## src/hw/rtl/play_count_table_lfu_assert.svh

```systemverilog
// Assertion macros for the play count table.
`ifndef PLAY_COUNT_TABLE_LFU_ASSERT_SVH
`define PLAY_COUNT_TABLE_LFU_ASSERT_SVH
// Implication checked on every clock edge outside reset.
`define PCT_ASSERT_IMP(lbl, ante, cons) \
  lbl: assert property (@(posedge clk_i) disable iff (!rst_ni) (ante) |-> (cons)) \
    else $error("assertion failed");
// Next-cycle implication checked outside reset.
`define PCT_ASSERT_NEXT(lbl, ante, cons) \
  lbl: assert property (@(posedge clk_i) disable iff (!rst_ni) (ante) |=> (cons)) \
    else $error("assertion failed");
`endif

```

## src/hw/rtl/pct_ram.sv

```systemverilog
// Generic single-port-write, single-read RAM with registered read data.
`default_nettype none
module pct_ram #(
  parameter int unsigned Width = 8,
  parameter int unsigned Depth = 16
) (
  input  wire logic                     clk_i,
  input  wire logic                     we_i,
  input  wire logic [$clog2(Depth)-1:0] waddr_i,
  input  wire logic [Width-1:0]         wdata_i,
  input  wire logic [$clog2(Depth)-1:0] raddr_i,
  output logic      [Width-1:0]         rdata_o
);
  logic [Width-1:0] mem [Depth];
  always_ff @(posedge clk_i) begin
    if (we_i) mem[waddr_i] <= wdata_i;
    rdata_o <= mem[raddr_i];
  end
endmodule
`default_nettype wire
```

## config.mk

```make
export PLATFORM = sky130hd
export DESIGN_NAME = pct_ram
export DESIGN_NICKNAME = d
export VERILOG_FILES = /design/src/hw/rtl/play_count_table_lfu_assert.svh /design/src/hw/rtl/pct_ram.sv
export SDC_FILE = /design/constraint.sdc
export NUM_CORES = 1
export LEC_CHECK = 0
export BUFFER_PORTS_ARGS = -buffer_cell sky130_fd_sc_hd__buf_2
export CORE_MARGIN = 5
export CORE_UTILIZATION = 65
export DETAILED_ROUTE_END_ITERATION = 10
export HOLD_SLACK_MARGIN = 0.1
export PLACE_DENSITY = 0.95
export SYNTH_ARGS = -nofsm -noshare
export SYNTH_HDL_FRONTEND = slang
export SYNTH_SLANG_ARGS = --single-unit
```

## constraint.sdc

```tcl
create_clock -name clk_i -period 3.75 [get_ports clk_i]
set_clock_uncertainty 0.05 [all_clocks]
set_input_delay 0.375 -clock clk_i [delete_from_list [all_inputs] [get_ports clk_i]]
set_output_delay 0.375 -clock clk_i [all_outputs]
set_load 0.01 [all_outputs]
```

==> results.txt <==
status = complete, no violations
# rows = 32
yosys warns = 0
Setup crit start kind = input port
IO Pins = 26
HP Class = in -> reg
DIE AREA = 9800 µm²
Worst path max stage delay = 0.77 ns
main combinational cell family by area after synthesis = multiplexers
hold_ws = 0.187 ns
Crit Path Class = in -> reg
via/cell ratio = 6.59
CTS resizes = 0
post-synth net total = 247
P_int = 2.72 mW
WL/cell = 27.5 µm
mux contribution to synthesized area = 0.150
# DRC = 0
post-synthesis instance total = 229
Final GP Congestion = 0.817
Net Switching = 0.707 mW
static leakage power = 1.98 nW
DP HPWL = 5830 µm
Die Span Y = 99.0 µm
Clk pin slew, worst setup/hold paths = 0.06 ns
grt ovf = 0
total wire length = 10400 µm
CTS Buf Count = 17
area of the multi-input gates = 1070 µm²
period utilization = 0.507
via count = 2506
worst path arrival time = 2.23 ns
H-tree levels = 4
Pins Over Slew Limit = 0
Synth Area in Simple Gates = 0.0318
switching share of total power = 0.206
Max-Cap Viols = 0
root buffer cell = clkbuf_8
final setup fails = 0
synthesized area = 5150 µm²
Tmin final = 1.90 ns
crit-path cells = buf_2, mux4_1, a22oi_1, nand2_1
first-pass GRT wire length = 15700 µm
Power per Cell Area = 580 nW/µm²
pin count of the biggest net entering global routing = 33
final hold vios = 0
Avg Inst Size Synth = 22.5 µm²
Max Clock Freq = 526 MHz
post-route ant nets = 0
Post-Synth Adder-Cell Area = 0
CP Buf/Inv Count = 1
CP delay by family, top = buffers and inverters
Worst IR Drop VDD = 0.000460 V
reg-to-reg slack, setup = 2.31 ns
worst rel slew slack = 0.216
Pwr Total = 3.42 mW
Seq cells post-synth = 136
setup bufs post-CTS = 0
Util after Layout = 0.763
Reg area = 4000 µm²
total global routing track utilization = 0.231
share of cells above drive strength 1 = 0.281
CTS Hold Bufs = 0
power share of the combinational group = 0.045
clk buf depth = 2
initial DRC count = 257
RSZ-0062 raised after global routing = false
nets = 283
Least-Margin Pin Slew = 1.17 ns
P&R area growth vs syn = 14.6%
post-synthesis sequential area ratio = 0.778
Synth Area in Compound Gates = 0.0233
Max stage delay cell, worst path = buf_2
Initial Util = 0.666
PortBufs = 25
xor/xnor share of the synthesized area = 0
Worst setup EP type = flop
clk_lat worst skew = 0.52 ns
Clk pwr share = 0.455
clk sinks = 136
Placed Cells = 348
worst-path fanout max = 32
initial antenna violation count = 0
non-filler cells, final = 380
Required @ worst endpoint = 4.08 ns
Setup TNS Final = 0 ns
# fillers = 397
CTS tree = yes
power share of the sequential group = 0.500
Unique masters post-synth = 19
vias in the first global route = 2589
Antenna Cells = 0
Die Wd = 99.0 µm
core area = 7730 µm²
DRT Pass-1 Iters = 5
==> worst paths after layout <==
kind / startpoint / end / depth (start not counted)
worst max register to register: mem[11][1] / rdata_o[1] / 3
worst min-delay path: wdata_i[5] / mem[6][5] / 1
worst max-delay path: raddr_i[0] / rdata_o[1] / 4
worst min register to register: mem[8][3] / rdata_o[3] / 3
==> routing by layer <==
layer  vias up  wire (µm)  track usage
met2       156       5320        0.361
met4         0        227        0.108
met1      1281       4020        0.313
met5         -          0            0
met3        18        874       0.0552
li1       1051          -            -
==> synth_stat cells <==
cell | instances | area, µm²
nor2b_1 | 1 | 6.26
mux4_2 | 18 | 405
buf_4 | 1 | 7.51
nor2_1 | 13 | 48.8
nand3b_1 | 2 | 15.0
and2_1 | 1 | 6.26
nor3_1 | 4 | 20.0
nand2b_1 | 2 | 12.5
dfxtp_1 | 8 | 160
edfxtp_1 | 128 | 3840
buf_6 | 3 | 33.8
nand3_1 | 1 | 5.00
nand2_1 | 9 | 33.8
clkdlybuf4s25_2 | 3 | 30.0
or3b_2 | 1 | 8.76
mux4_1 | 14 | 368
and2b_1 | 1 | 7.51
a22oi_1 | 16 | 120
buf_2 | 3 | 15.0
==> sequential cells by signal, indices dropped and copies added (netlist names) <==
signal	flops
mem	128
rdata_o	8
==> final cells by class <==
class                      instances  share of cell area
sequential                       136               0.679
tap                              102              0.0216
timing repair buffer              27              0.0238
clock buffer                      19              0.0732
clock inverter                    13              0.0218
multi-input combinational         83               0.181
==> cell families after synthesis <==
kind of cell    Yosys count
flops                   136
simple gates             35
mux                      32
compound gates           16
buf+inv                  10
==> stage by stage <==
step	setup slack (ns)	instance area, µm²
final	1.85	5900
after CTS	1.68	5890
after detailed placement	1.22	5330
after global placement	1.29	5330
after global routing	1.70	5900
after floorplan	1.83	5150
==> power by group through the flow <==
stage / combinational (mW) / clock, mW / sequential (mW)
floorplan: 0.0863 / 0 / 1.74
global placement: 0.143 / 0 / 1.74
detailed placement: 0.150 / 0 / 1.74
CTS: 0.154 / 1.57 / 1.71
global route: 0.165 / 1.65 / 1.71
finish: 0.155 / 1.56 / 1.71
==> cell usage in the layout, fill, tap and decap left out <==
cell type | Yosys | routed
a22oi_1 | 16 | 16
and2_1 | 1 | 1
and2b_1 | 1 | 1
buf_2 | 3 | 25
buf_4 | 1 | 2
bufinv_16 | 0 | 2
clkbuf_1 | 0 | 1
clkbuf_16 | 0 | 16
clkbuf_8 | 0 | 2
clkinv_1 | 0 | 1
clkinv_2 | 0 | 5
clkinv_4 | 0 | 1
clkinvlp_4 | 0 | 3
dfxtp_1 | 8 | 8
edfxtp_1 | 128 | 128
inv_6 | 0 | 1
mux4_1 | 14 | 14
mux4_2 | 18 | 18
nand2_1 | 9 | 9
nand2b_1 | 2 | 2
nand3_1 | 1 | 1
nand3b_1 | 2 | 2
nor2_1 | 13 | 13
nor2b_1 | 1 | 1
nor3_1 | 4 | 2
nor3_2 | 0 | 2
or3b_2 | 1 | 1
No activity file was read; power rests on OpenSTA's default activity.
